[src/rtl/lcdt_pkg.sv]
// Shared types, codes and default timing constants of the LCD mode timing controller.
`default_nettype none

package lcdt_pkg;

  // Default timing, in dots and lines.
  localparam int unsigned OAM_DOTS_DEF      = 80;
  localparam int unsigned DRAW_DOTS_DEF     = 172;
  localparam int unsigned HBLANK_DOTS_DEF   = 204;
  localparam int unsigned LINE_DOTS_DEF     = 456;
  localparam int unsigned VISIBLE_LINES_DEF = 144;
  localparam int unsigned FRAME_LINES_DEF   = 154;

  // Depth of the command queue between the front and the back.
  localparam int unsigned QUEUE_DEPTH_DEF = 2;

  // Fixed field widths.
  localparam int unsigned DOT_W  = 9;
  localparam int unsigned LINE_W = 8;
  localparam int unsigned BYTE_W = 8;

  // Status register masks: bits written by software, and the phase bits.
  localparam logic [7:0] STATUS_WR_MASK = 8'hF8;
  localparam logic [7:0] PHASE_MASK     = 8'h03;

  // Input mode codes.
  localparam logic [1:0] MODE_TICK  = 2'd0;
  localparam logic [1:0] MODE_WRITE = 2'd1;
  localparam logic [1:0] MODE_READ  = 2'd2;

  // Register select codes.
  localparam logic [1:0] REG_CTRL = 2'd0;
  localparam logic [1:0] REG_STAT = 2'd1;
  localparam logic [1:0] REG_CMP  = 2'd2;
  localparam logic [1:0] REG_LINE = 2'd3;

  // Display phase, as it reads in the status register.
  typedef enum logic [1:0] {
    PH_HBLANK = 2'd0,
    PH_VBLANK = 2'd1,
    PH_OAM    = 2'd2,
    PH_DRAW   = 2'd3
  } phase_t;

  // Classified operation handed from the front to the back.
  typedef enum logic [3:0] {
    OP_TICK,
    OP_WR_CTRL,
    OP_WR_STAT,
    OP_WR_CMP,
    OP_RD_CTRL,
    OP_RD_STAT,
    OP_RD_CMP,
    OP_RD_LINE,
    OP_NOP
  } op_t;

  // One queued command: the operation and its byte argument
  // (dot count for a tick, data byte for a write).
  typedef struct packed {
    op_t               op;
    logic [BYTE_W-1:0] arg;
  } cmd_t;

  // Back-end sequencer states.
  typedef enum logic [0:0] {
    S_IDLE,
    S_RUN
  } back_state_t;

endpackage

`default_nettype wire

[src/rtl/lcdt_front.sv]
// Front end: accepts input transactions and classifies them into queue commands.
`default_nettype none

module lcdt_front
  import lcdt_pkg::*;
(
  input  wire logic        in_valid,
  output logic             in_stall,
  input  wire logic [1:0]  mode,
  input  wire logic [1:0]  reg_sel,
  input  wire logic [7:0]  write_data,
  input  wire logic [7:0]  dots,
  input  wire logic        q_full,
  output logic             q_push,
  output cmd_t             q_cmd
);

  // Accept whenever the queue has room.
  assign in_stall = q_full;
  assign q_push   = in_valid && !q_full;

  // Decode mode and register select into a single operation code.
  always_comb begin
    q_cmd.op  = OP_NOP;
    q_cmd.arg = write_data;
    case (mode)
      MODE_TICK: begin
        q_cmd.op  = OP_TICK;
        q_cmd.arg = dots;
      end
      MODE_WRITE: begin
        case (reg_sel)
          REG_CTRL: q_cmd.op = OP_WR_CTRL;
          REG_STAT: q_cmd.op = OP_WR_STAT;
          REG_CMP:  q_cmd.op = OP_WR_CMP;
          default:  q_cmd.op = OP_NOP;
        endcase
      end
      MODE_READ: begin
        case (reg_sel)
          REG_CTRL: q_cmd.op = OP_RD_CTRL;
          REG_STAT: q_cmd.op = OP_RD_STAT;
          REG_CMP:  q_cmd.op = OP_RD_CMP;
          default:  q_cmd.op = OP_RD_LINE;
        endcase
      end
      default: q_cmd.op = OP_NOP;
    endcase
  end

endmodule

`default_nettype wire

[src/rtl/lcdt_queue.sv]
// Small command queue between the front end and the back end.
`default_nettype none

module lcdt_queue
  import lcdt_pkg::*;
#(
  parameter int unsigned DEPTH = QUEUE_DEPTH_DEF
)
(
  input  wire logic clk,
  input  wire logic rst,
  input  wire logic push,
  input  wire cmd_t push_cmd,
  output logic      full,
  input  wire logic pop,
  output logic      not_empty,
  output cmd_t      head_cmd
);

  localparam int unsigned PTR_W = (DEPTH > 1) ? $clog2(DEPTH) : 1;
  localparam int unsigned CNT_W = $clog2(DEPTH + 1);
  localparam logic [PTR_W-1:0] LAST_PTR = PTR_W'(DEPTH - 1);
  localparam logic [CNT_W-1:0] FULL_CNT = CNT_W'(DEPTH);

  cmd_t             entries [DEPTH];
  logic [PTR_W-1:0] wr_ptr;
  logic [PTR_W-1:0] rd_ptr;
  logic [CNT_W-1:0] count;
  logic             do_push;
  logic             do_pop;

  assign full      = (count == FULL_CNT);
  assign not_empty = (count != '0);
  assign head_cmd  = entries[rd_ptr];
  assign do_push   = push && !full;
  assign do_pop    = pop && not_empty;

  // Pointer and occupancy bookkeeping.
  always_ff @(posedge clk) begin
    if (rst) begin
      wr_ptr <= '0;
      rd_ptr <= '0;
      count  <= '0;
    end else begin
      if (do_push) begin
        wr_ptr <= (wr_ptr == LAST_PTR) ? '0 : wr_ptr + PTR_W'(1);
      end
      if (do_pop) begin
        rd_ptr <= (rd_ptr == LAST_PTR) ? '0 : rd_ptr + PTR_W'(1);
      end
      if (do_push && !do_pop) begin
        count <= count + CNT_W'(1);
      end else if (do_pop && !do_push) begin
        count <= count - CNT_W'(1);
      end
    end
  end

  // Entry storage needs no reset.
  always_ff @(posedge clk) begin
    if (do_push) begin
      entries[wr_ptr] <= push_cmd;
    end
  end

endmodule

`default_nettype wire

[src/rtl/lcdt_back.sv]
// Back end: executes queued commands and steps the dot and line timing one dot a cycle.
`default_nettype none

module lcdt_back
  import lcdt_pkg::*;
#(
  parameter int unsigned OAM_DOTS      = OAM_DOTS_DEF,
  parameter int unsigned DRAW_DOTS     = DRAW_DOTS_DEF,
  parameter int unsigned HBLANK_DOTS   = HBLANK_DOTS_DEF,
  parameter int unsigned LINE_DOTS     = LINE_DOTS_DEF,
  parameter int unsigned VISIBLE_LINES = VISIBLE_LINES_DEF,
  parameter int unsigned FRAME_LINES   = FRAME_LINES_DEF
)
(
  input  wire logic       clk,
  input  wire logic       rst,
  input  wire logic       q_not_empty,
  input  wire cmd_t       q_cmd,
  output logic            q_pop,
  output logic            out_valid,
  input  wire logic       out_stall,
  output logic            vblank_request,
  output logic            lcd_status_request,
  output logic [7:0]      read_data
);

  localparam logic [DOT_W-1:0]  OAM_END    = DOT_W'(OAM_DOTS);
  localparam logic [DOT_W-1:0]  DRAW_END   = DOT_W'(DRAW_DOTS);
  localparam logic [DOT_W-1:0]  HBLANK_END = DOT_W'(HBLANK_DOTS);
  localparam logic [DOT_W-1:0]  LINE_END   = DOT_W'(LINE_DOTS);
  localparam logic [LINE_W-1:0] VIS_LINE   = LINE_W'(VISIBLE_LINES);
  localparam logic [LINE_W-1:0] FRAME_LINE = LINE_W'(FRAME_LINES);

  // Timing and register state.
  back_state_t        state;
  back_state_t        state_next;
  logic [DOT_W-1:0]   dot_count;
  logic [LINE_W-1:0]  line_number;
  phase_t             phase;
  logic [4:0]         stat_sel;     // status bits 7..3
  logic               stat_match;   // status bit 2
  phase_t             stat_phase;   // status bits 1..0
  logic [7:0]         lcd_control;
  logic [7:0]         compare_line;
  logic [BYTE_W-1:0]  remaining;
  logic               acc_vb;
  logic               acc_st;

  // Select bits, split out of the status register.
  logic sel_hblank;
  logic sel_vblank;
  logic sel_oam;
  logic sel_match;
  logic enabled;
  logic [7:0] status_value;
  logic [7:0] stat_wr;

  assign sel_hblank   = stat_sel[0];
  assign sel_vblank   = stat_sel[1];
  assign sel_oam      = stat_sel[2];
  assign sel_match    = stat_sel[3];
  assign enabled      = lcd_control[7];
  assign status_value = {stat_sel, stat_match, stat_phase};
  assign stat_wr      = q_cmd.arg & STATUS_WR_MASK;

  // One-dot step of the timing state.
  logic [DOT_W-1:0]  dot_inc;
  logic [LINE_W-1:0] line_inc;
  logic [DOT_W-1:0]  dot_step;
  logic [LINE_W-1:0] line_step;
  phase_t            phase_step;
  logic              match_step;
  logic              vb_hit;
  logic              st_hit;

  assign dot_inc  = dot_count + DOT_W'(1);
  assign line_inc = line_number + LINE_W'(1);

  always_comb begin
    dot_step   = dot_inc;
    line_step  = line_number;
    phase_step = phase;
    match_step = stat_match;
    vb_hit     = 1'b0;
    st_hit     = 1'b0;
    case (phase)
      PH_OAM: begin
        if (dot_inc >= OAM_END) begin
          dot_step   = '0;
          phase_step = PH_DRAW;
        end
      end
      PH_DRAW: begin
        if (dot_inc >= DRAW_END) begin
          dot_step   = '0;
          phase_step = PH_HBLANK;
          match_step = (compare_line == line_number);
          st_hit     = sel_hblank || (sel_match && (compare_line == line_number));
        end
      end
      PH_HBLANK: begin
        if (dot_inc >= HBLANK_END) begin
          dot_step  = '0;
          line_step = line_inc;
          if (line_inc == VIS_LINE) begin
            phase_step = PH_VBLANK;
            vb_hit     = 1'b1;
            st_hit     = sel_vblank;
          end else begin
            phase_step = PH_OAM;
            st_hit     = sel_oam;
          end
        end
      end
      PH_VBLANK: begin
        if (dot_inc >= LINE_END) begin
          dot_step  = '0;
          line_step = line_inc;
          if (line_inc == FRAME_LINE) begin
            line_step  = '0;
            phase_step = PH_OAM;
            st_hit     = sel_oam;
          end
        end
      end
      default: begin
        dot_step = dot_inc;
      end
    endcase
  end

  // Control outputs of the sequencer.
  logic       slot_free;
  logic       start_run;
  logic       last_dot;
  logic       out_load;
  logic       res_vb;
  logic       res_st;
  logic [7:0] res_rd;

  assign slot_free = !out_valid || !out_stall;

  always_comb begin
    q_pop     = 1'b0;
    start_run = 1'b0;
    last_dot  = 1'b0;
    out_load  = 1'b0;
    res_vb    = 1'b0;
    res_st    = 1'b0;
    res_rd    = '0;
    case (state)
      S_IDLE: begin
        if (q_not_empty && slot_free) begin
          q_pop = 1'b1;
          if (q_cmd.op == OP_TICK && enabled && q_cmd.arg != '0) begin
            start_run = 1'b1;
          end else begin
            out_load = 1'b1;
            case (q_cmd.op)
              OP_RD_CTRL: res_rd = lcd_control;
              OP_RD_STAT: res_rd = status_value;
              OP_RD_CMP:  res_rd = compare_line;
              OP_RD_LINE: res_rd = line_number;
              default:    res_rd = '0;
            endcase
          end
        end
      end
      S_RUN: begin
        if (remaining == BYTE_W'(1)) begin
          last_dot = 1'b1;
          out_load = 1'b1;
          res_vb   = acc_vb || vb_hit;
          res_st   = acc_st || st_hit;
        end
      end
      default: begin
        q_pop = 1'b0;
      end
    endcase
  end

  // Next state of the sequencer.
  always_comb begin
    state_next = state;
    case (state)
      S_IDLE:  if (start_run) state_next = S_RUN;
      S_RUN:   if (last_dot) state_next = S_IDLE;
      default: state_next = S_IDLE;
    endcase
  end

  // Control and architectural registers.
  always_ff @(posedge clk) begin
    if (rst) begin
      state        <= S_IDLE;
      dot_count    <= '0;
      line_number  <= '0;
      phase        <= PH_OAM;
      stat_sel     <= '0;
      stat_match   <= 1'b0;
      stat_phase   <= PH_HBLANK;
      lcd_control  <= '0;
      compare_line <= '0;
      remaining    <= '0;
      out_valid    <= 1'b0;
    end else begin
      state <= state_next;
      if (out_load) begin
        out_valid <= 1'b1;
      end else if (!out_stall) begin
        out_valid <= 1'b0;
      end
      if (q_pop) begin
        case (q_cmd.op)
          OP_WR_CTRL: lcd_control  <= q_cmd.arg;
          OP_WR_STAT: stat_sel     <= stat_wr[7:3];
          OP_WR_CMP:  compare_line <= q_cmd.arg;
          OP_TICK: begin
            // An enabled tick of zero dots still refreshes the phase bits.
            if (enabled && q_cmd.arg == '0) begin
              stat_phase <= phase_t'(PHASE_MASK[1:0] & phase);
            end
          end
          default: begin
            remaining <= remaining;
          end
        endcase
      end
      if (start_run) begin
        remaining <= q_cmd.arg;
      end
      if (state == S_RUN) begin
        remaining   <= remaining - BYTE_W'(1);
        dot_count   <= dot_step;
        line_number <= line_step;
        phase       <= phase_step;
        stat_match  <= match_step;
        if (last_dot) begin
          stat_phase <= phase_t'(PHASE_MASK[1:0] & phase_step);
        end
      end
    end
  end

  // Interrupt accumulators over one tick.
  always_ff @(posedge clk) begin
    if (start_run) begin
      acc_vb <= 1'b0;
      acc_st <= 1'b0;
    end else if (state == S_RUN) begin
      acc_vb <= acc_vb || vb_hit;
      acc_st <= acc_st || st_hit;
    end
  end

  // Result register.
  always_ff @(posedge clk) begin
    if (out_load) begin
      vblank_request     <= res_vb;
      lcd_status_request <= res_st;
      read_data          <= res_rd;
    end
  end

  // A result is never loaded over one that is still waiting.
  assert property (@(posedge clk) disable iff (rst) out_load |-> slot_free)
    else $error("result register overwritten while stalled");

  // While dots are being stepped the output slot stays empty.
  assert property (@(posedge clk) disable iff (rst) (state == S_RUN) |-> !out_valid)
    else $error("result pending during a tick run");

  // A started run holds the tick's dot count and never sits at zero.
  assert property (@(posedge clk) disable iff (rst)
    start_run |=> (state == S_RUN) && (remaining == $past(q_cmd.arg)))
    else $error("tick run did not start with its dot count");

  assert property (@(posedge clk) disable iff (rst) (state == S_RUN) |-> (remaining != '0))
    else $error("tick run with no dots left");

endmodule

`default_nettype wire

[src/rtl/lcd_mode_timing_controller.sv]
// Top level of the LCD mode and scanline timing controller.
// Each input transaction yields exactly one result transaction, in order. A front end
// decodes the transaction into a command and pushes it into a QUEUE_DEPTH-entry queue,
// so input is taken while the back end is busy until the queue is full. The back end
// executes one command at a time: a register read or write, a disabled tick or a tick
// of zero dots completes in the idle state, and an enabled tick of N dots steps the
// dot counter in the run state through OAM scan, drawing, horizontal blank and vertical
// blank one dot per cycle. The result waits in an output register until it is taken,
// and the next command is started in the same cycle that it is taken. No clearing pass
// is needed after reset.
`default_nettype none

module lcd_mode_timing_controller
  import lcdt_pkg::*;
#(
  parameter int unsigned OAM_DOTS      = OAM_DOTS_DEF,
  parameter int unsigned DRAW_DOTS     = DRAW_DOTS_DEF,
  parameter int unsigned HBLANK_DOTS   = HBLANK_DOTS_DEF,
  parameter int unsigned LINE_DOTS     = LINE_DOTS_DEF,
  parameter int unsigned VISIBLE_LINES = VISIBLE_LINES_DEF,
  parameter int unsigned FRAME_LINES   = FRAME_LINES_DEF,
  parameter int unsigned QUEUE_DEPTH   = QUEUE_DEPTH_DEF
)
(
  input  wire logic       clk,
  input  wire logic       rst,
  input  wire logic       in_valid,
  output logic            in_stall,
  input  wire logic [1:0] mode,
  input  wire logic [1:0] reg_sel,
  input  wire logic [7:0] write_data,
  input  wire logic [7:0] dots,
  output logic            out_valid,
  input  wire logic       out_stall,
  output logic            vblank_request,
  output logic            lcd_status_request,
  output logic [7:0]      read_data
);

  logic q_full;
  logic q_push;
  cmd_t push_cmd;
  logic q_pop;
  logic q_not_empty;
  cmd_t head_cmd;

  lcdt_front u_front (
    .in_valid   (in_valid),
    .in_stall   (in_stall),
    .mode       (mode),
    .reg_sel    (reg_sel),
    .write_data (write_data),
    .dots       (dots),
    .q_full     (q_full),
    .q_push     (q_push),
    .q_cmd      (push_cmd)
  );

  lcdt_queue #(
    .DEPTH (QUEUE_DEPTH)
  ) u_queue (
    .clk       (clk),
    .rst       (rst),
    .push      (q_push),
    .push_cmd  (push_cmd),
    .full      (q_full),
    .pop       (q_pop),
    .not_empty (q_not_empty),
    .head_cmd  (head_cmd)
  );

  lcdt_back #(
    .OAM_DOTS      (OAM_DOTS),
    .DRAW_DOTS     (DRAW_DOTS),
    .HBLANK_DOTS   (HBLANK_DOTS),
    .LINE_DOTS     (LINE_DOTS),
    .VISIBLE_LINES (VISIBLE_LINES),
    .FRAME_LINES   (FRAME_LINES)
  ) u_back (
    .clk                (clk),
    .rst                (rst),
    .q_not_empty        (q_not_empty),
    .q_cmd              (head_cmd),
    .q_pop              (q_pop),
    .out_valid          (out_valid),
    .out_stall          (out_stall),
    .vblank_request     (vblank_request),
    .lcd_status_request (lcd_status_request),
    .read_data          (read_data)
  );

endmodule

`default_nettype wire
[config.mk]
export PLATFORM = sky130hd
export DESIGN_NAME = lcd_mode_timing_controller
export DESIGN_NICKNAME = d
export VERILOG_FILES = /design/src/rtl/lcdt_pkg.sv /design/src/rtl/lcdt_front.sv /design/src/rtl/lcdt_queue.sv /design/src/rtl/lcdt_back.sv /design/src/rtl/lcd_mode_timing_controller.sv
export SDC_FILE = /design/constraint.sdc
export NUM_CORES = 1
export LEC_CHECK = 0
export ABC_AREA = 1
export BUFFER_PORTS_ARGS = -buffer_cell sky130_fd_sc_hd__buf_2
export CAP_MARGIN = 20
export CORE_UTILIZATION = 39
export CTS_CLUSTER_DIAMETER = 50
export DETAILED_ROUTE_END_ITERATION = 10
export SLEW_MARGIN = 10
export SYNTH_ARGS = -nofsm -noshare
export SYNTH_HDL_FRONTEND = slang
export SYNTH_SLANG_ARGS = --single-unit
[constraint.sdc]
create_clock -name clk -period 5.3 [get_ports clk]
set_input_delay 1.06 -clock clk [delete_from_list [all_inputs] [get_ports clk]]
set_output_delay 1.06 -clock clk [all_outputs]
set_load 0.05 [all_outputs]
### Word-level counts from Yosys, hierarchy flattened

Memories as Yosys holds them, arrays and structs flattened. A register that Yosys moved wholly into a read port is not among the register bits.
Cells that the tools add are included.

| word-level totals | value |
|---|---|
| register bits | 69 |
| bits in writable memories | 24 |
| bits of input ports | 24 |
| output and inout port bits | 12 |
| logic and storage cells | 151 |
| memories kept | 1 |

| operators by class | value |
|---|---|
| add/subtract/negate cells | 7 |
| magnitude comparators | 4 |
| equality and inequality tests | 22 |
| muxes and demuxes | 60 |
| bitwise gates (word level) | 2 |
| reduce and logical (&&, ||, !) cells | 36 |

Memory list:

| memory | words | width | read ports | clocked after Yosys merged registers in | wr ports | line | RTL |
|---|---|---|---|---|---|---|---|
| u_queue.entries | 2 | 12 | 1 | 1 | 1 | lcdt_queue.sv:25 | `cmd_t entries [DEPTH];` |

Operators with widths:

| cell | number |
|---|---|
| $mux W8 | 6 |
| $mux W9 | 4 |
| $pmux W9 S4 | 1 |
| $pmux W8 S4 | 1 |
| $mux W1 | 27 |
| $mux W2 | 13 |
| $pmux W4 S3 | 2 |
| $ge A9 B8 Y1 const B | 2 |
| $eq A4 B3 Y1 const B | 4 |
| $eq A8 B8 Y1 const B | 2 |
| $pmux W8 S2 | 1 |
| $eq A2 B2 Y1 const B | 5 |
| $logic_and A1 B1 Y1 | 10 |
| $add A9 B1 Y9 const B | 1 |
| $ge A9 B7 Y1 const B | 1 |
| $ge A9 B9 Y1 const B | 1 |
| $add A8 B1 Y8 const B | 1 |
| $eq A4 B2 Y1 const B | 2 |
| $eq A8 B1 Y1 const B | 1 |
| $eq A8 B8 Y1 | 1 |
| $logic_not A8 Y1 | 1 |
| $pmux W2 S4 | 1 |
| $reduce_and A2 Y1 | 4 |
| $reduce_bool A2 Y1 | 4 |
| 19 further kinds | 35 |

### Logic depth before layout (Yosys ltp)

Gate-level depths: netlist of the first run.

| depth | value |
|---|---|
| depth after elaboration | 9 |
| mapped depth | 15 |
| gate-level depth less buffers | 15 |

### By module

Synthesis of the first run repeated with hierarchy kept, for this count alone.

| unflattened totals | value |
|---|---|
| cells, all modules | 675 |
| area total of the unflattened synthesis | 5,136.2 sq um |

Modules (own cells, without submodules):

| module | times used | cells an instance | area each (sq um) | sequential area each (sq um) |
|---|---|---|---|---|
| lcdt_back | 1 | 548 | 3,707.3 | 1,401.3 |
| lcdt_queue | 1 | 74 | 1,153.6 | 820.8 |
| lcdt_front | 1 | 53 | 275.3 | 0.0 |

### Least setup slack after synthesis of the first run

OpenSTA, ideal clock, no wires.

| timing path | value |
|---|---|
| kind | in2reg |
| start | in out_stall |
| end | reg u_queue.count[1] |
| arrival time | 2.159 ns |
| required time | 5.178 ns |
| setup slack | 3.019 ns |
| stages on the path | 9 |
| path buffers | 0 |
| cell sequence | nand2_1 inv_1 a21oi_1 nand2_1 ha_1 a21oi_1 o21ai_0 o21ai_0 a21oi_1 |

| between the ends | value |
|---|---|
| word-level cells in the longest chain between the ends | 9 |
| elaborated cells on any way between the ends | 11 |

Ends and longest elaborated chain:

| what | line | RTL |
|---|---|---|
| start, declared | lcd_mode_timing_controller.sv:34 | `input wire logic out_stall,` |
| $logic_not A1 Y1 (*) | lcdt_back.sv:141 | `assign slot_free = !out_valid \|\| !out_stall;` |
| $logic_or A1 B1 Y1 (*) | lcdt_back.sv:141 |  |
| $logic_and A1 B1 Y1 (*) | lcdt_back.sv:153 | `if (q_not_empty && slot_free) begin` |
| $mux W1 (*) | lcdt_back.sv:153 |  |
| $mux W1 (*) | lcdt_back.sv:151 | `case (state)` |
| $logic_and A1 B1 Y1 (*) | lcdt_queue.sv:36 | `assign do_pop = pop && not_empty;` |
| $logic_not A1 Y1 | lcdt_queue.sv:51 | `if (do_push && !do_pop) begin` |
| $logic_and A1 B1 Y1 | lcdt_queue.sv:51 |  |
| $mux W2 or $reduce_bool A2 Y1 (tied branches) | n/a |  |
| end signal, assigned | lcdt_queue.sv:52 | `count <= count + CNT_W'(1);` |
| end signal, assigned | lcdt_queue.sv:54 | `count <= count - CNT_W'(1);` |
| end, declared | lcdt_queue.sv:28 | `logic [CNT_W-1:0] count;` |

Every way passes the cells marked *; elsewhere a longest branch is shown, timed or not.
A chain may end at the register's enable or synchronous reset.

### Worst setup path in the final report of the first run

| timing path | value |
|---|---|
| start | in out_stall |
| end | reg u_back.compare_line[0] |

| between the ends | value |
|---|---|
| word-level cells in the longest chain between the ends | 6 |

Ends and longest elaborated chain:

| what | line | RTL |
|---|---|---|
| $logic_not A1 Y1 | lcdt_back.sv:141 |  |
| $logic_or A1 B1 Y1 | lcdt_back.sv:141 |  |
| $logic_and A1 B1 Y1 | lcdt_back.sv:153 |  |
| $mux W1 | lcdt_back.sv:153 |  |
| $mux W1 | lcdt_back.sv:151 |  |
| $reduce_and A2 Y1 (no source line) | n/a |  |
| end signal, assigned | lcdt_back.sv:218 | `OP_WR_CMP: compare_line <= q_cmd.arg;` |
| end, declared | lcdt_back.sv:44 | `logic [7:0] compare_line;` |

No other way between the ends.

==> results of run 1 <==
## cell usage in the layout (no fill, tap or decap), types with 5 or more instances in the layout
cell type  netlist  final
nand2_1        119    119
inv_1           97     97
nor2_1          80     80
dfxtp_1         60     60
o21ai_0         49     49
a21oi_1         46     46
nand3_1         42     42
buf_2            3     35
edfxtp_1        34     34
nand4_1         20     20
o22ai_1         15     15
nand2_2         14     14
o21ai_1         14     14
ha_1            12     12
clkbuf_16        0      9
inv_2            8      8
nor2_4           8      8
mux2_2           8      8
xor2_1           7      7
nor2_2           5      5
nand2_4          5      5
## per-layer routing
metal  vias up  track usage
li1       2363            -
met1      2187        0.236
met4         0       0.0649
met5         -            0
met3        17       0.0333
met2       143        0.311
## cell families after synthesis
| family | count (synthesis) |
|---|---|
| buffers and inverters | 124 |
| multiplexers | 8 |
| XOR/XNOR | 9 |
| adder cells (fa/ha/maj) | 12 |
| AND/OR/NAND/NOR | 311 |
| flip-flops | 94 |
| AO/OA/AOI/OAI | 141 |
## cell type report
class / count / area [sq um]
inverter: 107 / 407
timing repair buffer: 37 / 210
tap: 176 / 220
clock inverter: 6 / 93.8
sequential: 94 / 2220
multi-input combinational: 481 / 2600
fill: 1339 / 7310
clock buffer: 10 / 229
## power by group through the flow
stage / Sequential [mW] / Clock, mW / Combinational (mW)
after floorplan: 1.07 / 0 / 0.339
after global placement: 0.946 / 0 / 0.593
after detailed placement: 0.950 / 0 / 0.604
after CTS: 0.934 / 0.718 / 0.606
after global routing: 0.945 / 0.750 / 0.658
final: 0.932 / 0.706 / 0.610
## Yosys cell counts
| cell type | n |
|---|---|
| nand2_2 | 14 |
| or2_1 | 1 |
| edfxtp_1 | 34 |
| nor3_1 | 4 |
| nor3_2 | 3 |
| a21oi_1 | 46 |
| o211ai_1 | 2 |
| nor2_1 | 80 |
| nand3_4 | 2 |
| o21ai_0 | 49 |
| clkinv_1 | 1 |
| inv_1 | 97 |
| buf_6 | 3 |
| buf_2 | 3 |
| or2_2 | 3 |
| nand4_2 | 1 |
| clkbuf_1 | 10 |
| nand3_1 | 42 |
| xnor2_1 | 2 |
| inv_6 | 1 |
| dfxtp_1 | 60 |
| o21a_1 | 4 |
| a31oi_1 | 2 |
| ha_1 | 12 |
| o22ai_1 | 15 |
| o21bai_1 | 1 |
| buf_1 | 1 |
| xor2_1 | 7 |
| o21ai_2 | 4 |
| o21ai_1 | 14 |
| nand3_2 | 3 |
| nand4_1 | 20 |
| inv_2 | 8 |
| mux2_2 | 8 |
| a21oi_2 | 3 |
| nand2_4 | 5 |
| nand2_1 | 119 |
| nor2_4 | 8 |
| o31ai_1 | 1 |
| nor2_2 | 5 |
| nand3b_1 | 1 |
## path summary, 6_finish.rpt
kind                                                         start                                   to  slack [ns]  depth (start not counted)
worst min register to register  u_back.lcd_control[1]$_SDFFE_PP0P_   u_back.lcd_control[1]$_SDFFE_PP0P_        0.45                          2
worst max register to register                                flop        u_back.out_valid$_SDFFE_PP0P_        2.70                         10
worst min-delay path            u_back.lcd_control[1]$_SDFFE_PP0P_   u_back.lcd_control[1]$_SDFFE_PP0P_        0.45                          2
worst max-delay path                                     out_stall  u_back.compare_line[0]$_SDFFE_PP0P_        2.65                          9
## state kept, by name, summed over array words and instances (netlist names), 2 cells and up, named ones only
signal               cells
u_back.dot_count         9
u_back.stat_sel          5
u_back.compare_line      8
u_back.line_number       8
u_back.phase             2
u_queue.entries         24
u_back.remaining         8
u_queue.count            2
u_back.lcd_control       8
u_back.read_data         8
u_back.stat_phase        2
## worst reg2reg max path, cell delays in order (launching register included)
cell	delay, ns
dfxtp_1	0.82
nand2_1	0.10
o21ai_1	0.32
inv_1	0.18
nand4_2	0.13
nor2_2	0.06
nor3_2	0.12
or2_1	0.36
nand2_4	0.20
o21ai_1	0.16
inv_1	0.05
## through the flow
stage	util	cells	hold WS, ns	area [sq um]
after floorplan	-	699	0.424	5320
after global routing	0.450	911	0.468	5980
final	0.450	911	0.455	5980
after CTS	0.447	909	0.455	5950
after global placement	0.423	893	0.439	5620
after detailed placement	0.423	893	0.444	5620
==> flow_summary.toml, run 1 <==
[clock_network]
clock_latency_ns = 0.35
cts_buffers = 9
htreeDepth = 3
hold_buffers = 0
clk_pin_slew_ns = 0.07
cts_tree = "built"
cts_root_buf = "clkbuf_16"
cts_setup_buffers = 0
clock_sinks = 94
ctsResizeCount = 0
cts_buffer_depth = 2

[layout]
nNetsFinal = 766
drive_gt1_frac = 0.163
antenna_cells = 0
syn2layout_area_growth_pct = 12.5

[pwr]
pwr-share-comb = 0.271
power_mw = 2.25
netSwitchingFraction = 0.362
p_clk_frac = 0.314
power.leakage_nw = 2.45
vdd_drop_max_uv = 219
p_int_mw = 1.43
power.switching_mw = 0.814
power.density_nw_per_um2 = 376
seqPwrFrac = 0.415

[worst_setup_path]
worstPathMaxFanout = 16
cpPeakStageDelay_ns = 0.40
crit_family = "simple AND/OR/NAND/NOR gates"
cp_data_required_time_ns = 5.52
slowest_stage = "o21ai_0"
path_cells = "buf_2 -> nand2_1 -> inv_1 -> a21oi_1 -> nand2_1 -> nor3_2 -> nand2_1 -> o21ai_0 -> a21oi_1"
crit_path_end_kind = "flop"
cp.arrival_ns = 2.87
crit_top_cell = "nand2_1"
critPathBufInv = 2
critPathKind = "in -> reg"
critPathLaunchType = "input pin"

[synth]
synth_simple_gate_area_frac = 0.283
yosysTopAreaCell = "dfxtp_1"
synth_cell_types = 41
synth-adder-area-share = 0.0282
netlist_area_sq_um = 5320
synth_nets = 735
syn_area_per_cell_sq_um = 7.61
synth_xor_area_frac = 0.0148
ys_seq_elements = 94
ys_seq_area_frac = 0.418
syn_inst = 699
synthTopCellsByArea = "dfxtp_1 (23%), edfxtp_1 (19%), nand2_1 (8.4%), inv_1 (6.8%), nor2_1 (5.6%)"
synth_warnings = 0
synthMuxAreaShare = 0.0169
synth_compound_area_frac = 0.145
synth_top_family_by_area = "simple AND/OR/NAND/NOR gates"
yosysTopAreaCellShare = 0.226

[global_route]
grt_first_pass_wirelength_um = 20800
grt_overflow = 0
grt_use_total = 0.185
grt_max_degree = 41
antenna_found_initial = 0
grt_pass1_vias = 4364

[route]
wirelength_um = 12600
drt_first_pass_iters = 5
vias = 4710
route.layer.met1.wl_um = 5720
wl_met3_um = 608
antenna_left = 0
wl_per_cell_um = 13.9
drc = 0
drt-vias-per-instance = 5.17
dr_wl_met2_um = 6140
drtIter0Drc = 300
topRoutingLayerUsed = "met4"

[placement]
dp_hpwl_um = 9370
place.gp.congestion = 0.878
io_buffers = 35
post-place-ws_ns = 2.35

[timing]
max-slew-margin-rel = 0.353
fmax_mhz = 378
slew_viol_final = 0
worst_pin_slew_ns = 0.967
setup_viol = 0
hold_violations = 0
rsz0062_at_grt = "no"
period_minus_slack_ns = 2.65
period_share = 0.500
fin_ws_ns = 2.65
fin_worst_skew_ns = 0.0107
fin_setup_tns_ns = 0

[die]
start_util = 0.400
die_area_sq_um = 14100
coreArea_sq_um = 13300
rows = 42
ioPinCount = 36
dieWidth_um = 119
die_y_um = 119

[hold_path]
hold_path_class = "reg -> reg"

[status]
status = "completed"

[flow_run]
cap_violations = 0
(Power assumes the default switching activity.)
==> run 2: changes to the inputs <==
==> constraint.sdc (replaced) <==
create_clock -name clk -period 2.2 [get_ports clk]
set_input_delay 0.44 -clock clk [delete_from_list [all_inputs] [get_ports clk]]
set_output_delay 0.44 -clock clk [all_outputs]
set_load 0.05 [all_outputs]
==> flow_summary.toml, run 2 (synthesis gave the netlist of run 1 again) <==
[pwr]
vdd_drop_max_uv = 520
power.density_nw_per_um2 = 886
power.leakage_nw = 2.50

[clock_network]
cts_buffers = 9
htreeDepth = 3
clock_latency_ns = 0.35
clock_sinks = 94
clk_pin_slew_ns = 0.07
hold_buffers = 0
cts_buffer_depth = 2
cts_root_buf = "clkbuf_16"
cts_tree = "built"

[placement]
io_buffers = 35
dp_hpwl_um = 9310
place.gp.congestion = 0.868
placed_area_sq_um = 5780

[die]
start_util = 0.400
die_area_sq_um = 14100
coreArea_sq_um = 13300
die_y_um = 119
ioPinCount = 36
dieWidth_um = 119
rows = 42

[route]
antenna_left = 0
drtIter0Drc = 286
wirelength_um = 12400
drt-vias-per-instance = 5.06
vias = 4681
wl_per_cell_um = 13.4
drc = 0
drt_first_pass_iters = 5

[worst_setup_path]
cp.arrival_ns = 2.28
r2r_end = "u_back.line_number[3]$_SDFFE_PP0P_"
r2r_cells = 14
critPathKind = "reg -> reg"
worstPathMaxFanout = 10
r2r_setup_slack_ns = 0.20
crit_end = "u_back.line_number[3]$_SDFFE_PP0P_"
critPathLaunchType = "flop"
rr_startpoint = "u_back.dot_count[0]$_SDFFE_PP0P_"
crit_path_start = "u_back.dot_count[0]$_SDFFE_PP0P_"
crit_path_end_kind = "flop"
cp_data_required_time_ns = 2.49

[global_route]
antenna_found_initial = 0
grt_overflow = 0
grt_pass1_vias = 4354
grt_first_pass_wirelength_um = 20700
grt_use_total = 0.185
grt_max_degree = 41

[timing]
fin_worst_skew_ns = 0.0105
period_minus_slack_ns = 2.00
period_share = 0.907
slew_viol_final = 0
worst_pin_slew_ns = 0.470
setup_viol = 0
fmax_mhz = 501
rsz0062_at_grt = "no"
fin_setup_tns_ns = 0
max-slew-margin-rel = 0.686
hold_violations = 0

[layout]
final_cell_area_sq_um = 6090
top_regs = "u_queue.entries: 24 flops, u_back.dot_count: 9 flops"
fillCellCount = 1321
top_register = "u_queue.entries"
final_common_cell = "nand2_1"
largest_reg_flops = 24
syn2layout_area_growth_pct = 14.4
drive_gt1_frac = 0.188
antenna_cells = 0
final_cell_mix = "nand2_1 (119), inv_1 (97), nor2_1 (78), dfxtp_1 (57), o21ai_0 (49)"
nNetsFinal = 781

[status]
status = "completed"

[hold_path]
hold_path_class = "in -> reg"

[flow_run]
cap_violations = 0
## run 2: cell count changes in the layout (fill, tap and decap cells not counted), sizes merged
cell | before | now
buf | 37 | 52
clkinv | 3 | 2
bufinv | 2 | 1
clkinvlp | 0 | 2
## run 2: how the worst min path moves through the flow
stage,slack (ns),cells past startpoint,from,endpoint
6_report,0.41,2,write_data[3],u_queue.entries[0][3]$_DFFE_PP_
5_1_grt,0.41,2,write_data[0],u_queue.entries[0][0]$_DFFE_PP_
4_1_cts,0.39,2,write_data[3],u_queue.entries[0][3]$_DFFE_PP_
3_5_place_dp,0.44,2,u_back.lcd_control[1]$_SDFFE_PP0P_,u_back.lcd_control[1]$_SDFFE_PP0P_
3_3_place_gp,0.44,2,u_back.lcd_control[0]$_SDFFE_PP0P_,u_back.lcd_control[0]$_SDFFE_PP0P_
2_1_floorplan,0.42,2,u_back.lcd_control[0]$_SDFFE_PP0P_,u_back.lcd_control[0]$_SDFFE_PP0P_
## run 2: routing by layer
layer,global-route usage,vias up,wire length (um)
met4,0.0949,0,397
met2,0.304,122,5750
met5,0,-,0
met1,0.235,2134,5700
met3,0.0304,28,516
li1,-,2397,-
## run 2: what timing repair did
| item | in CTS | in global routing |
|---|---|---|
| endpoints found under the setup margin | 0 | 15 |
| resized for setup | 0 | 6 |
| setup buffers | 0 | 0 |
## run 2: critical path: stages, from the launching register on
cell and delay, ns:
dfxtp_2 0.35, ha_1 0.22, nand2_2 0.13, clkinv_1 0.11, nand3_1 0.09, nand2_1 0.11, nor2_2 0.21, nand3_4 0.11
nand3_2 0.09, nand2_4 0.09, inv_6 0.11, nand2_4 0.09, nand2_1 0.09, nand2_1 0.04, nor2_1 0.08
## run 2: final cells by class
type	count	area, sq um	area share
Clock buffer	10	229	0.0376
Clock inverter	6	67.6	0.0111
Inverter	107	407	0.0668
Multi-Input combinational cell	481	2610	0.429
Sequential cell	94	2230	0.366
Tap cell	176	220	0.0362
Timing Repair Buffer	52	328	0.0539
## run 2: through the flow
step | hold WS [ns] | power, mW | util | setup slack (ns) | cells
after global placement | 0.437 | 3.84 | 0.435 | 0.180 | 910
after floorplan | 0.424 | 3.40 | - | 0.385 | 699
after detailed placement | 0.442 | 3.86 | 0.435 | 0.135 | 910
final | 0.407 | 5.39 | 0.458 | 0.205 | 926
after CTS | 0.393 | 5.45 | 0.457 | 0.123 | 926
after global routing | 0.406 | 5.67 | 0.458 | 0.0107 | 926
## run 2: report_power, final
| part | leakage [nW] | switching [mW] | total (mW) | internal [mW] |
|---|---|---|---|---|
| sequential | 0.813 | 0.0852 | 2.19 | 2.10 |
| clock | 0.139 | 0.691 | 1.58 | 0.888 |
| combinational | 1.55 | 1.20 | 1.63 | 0.424 |
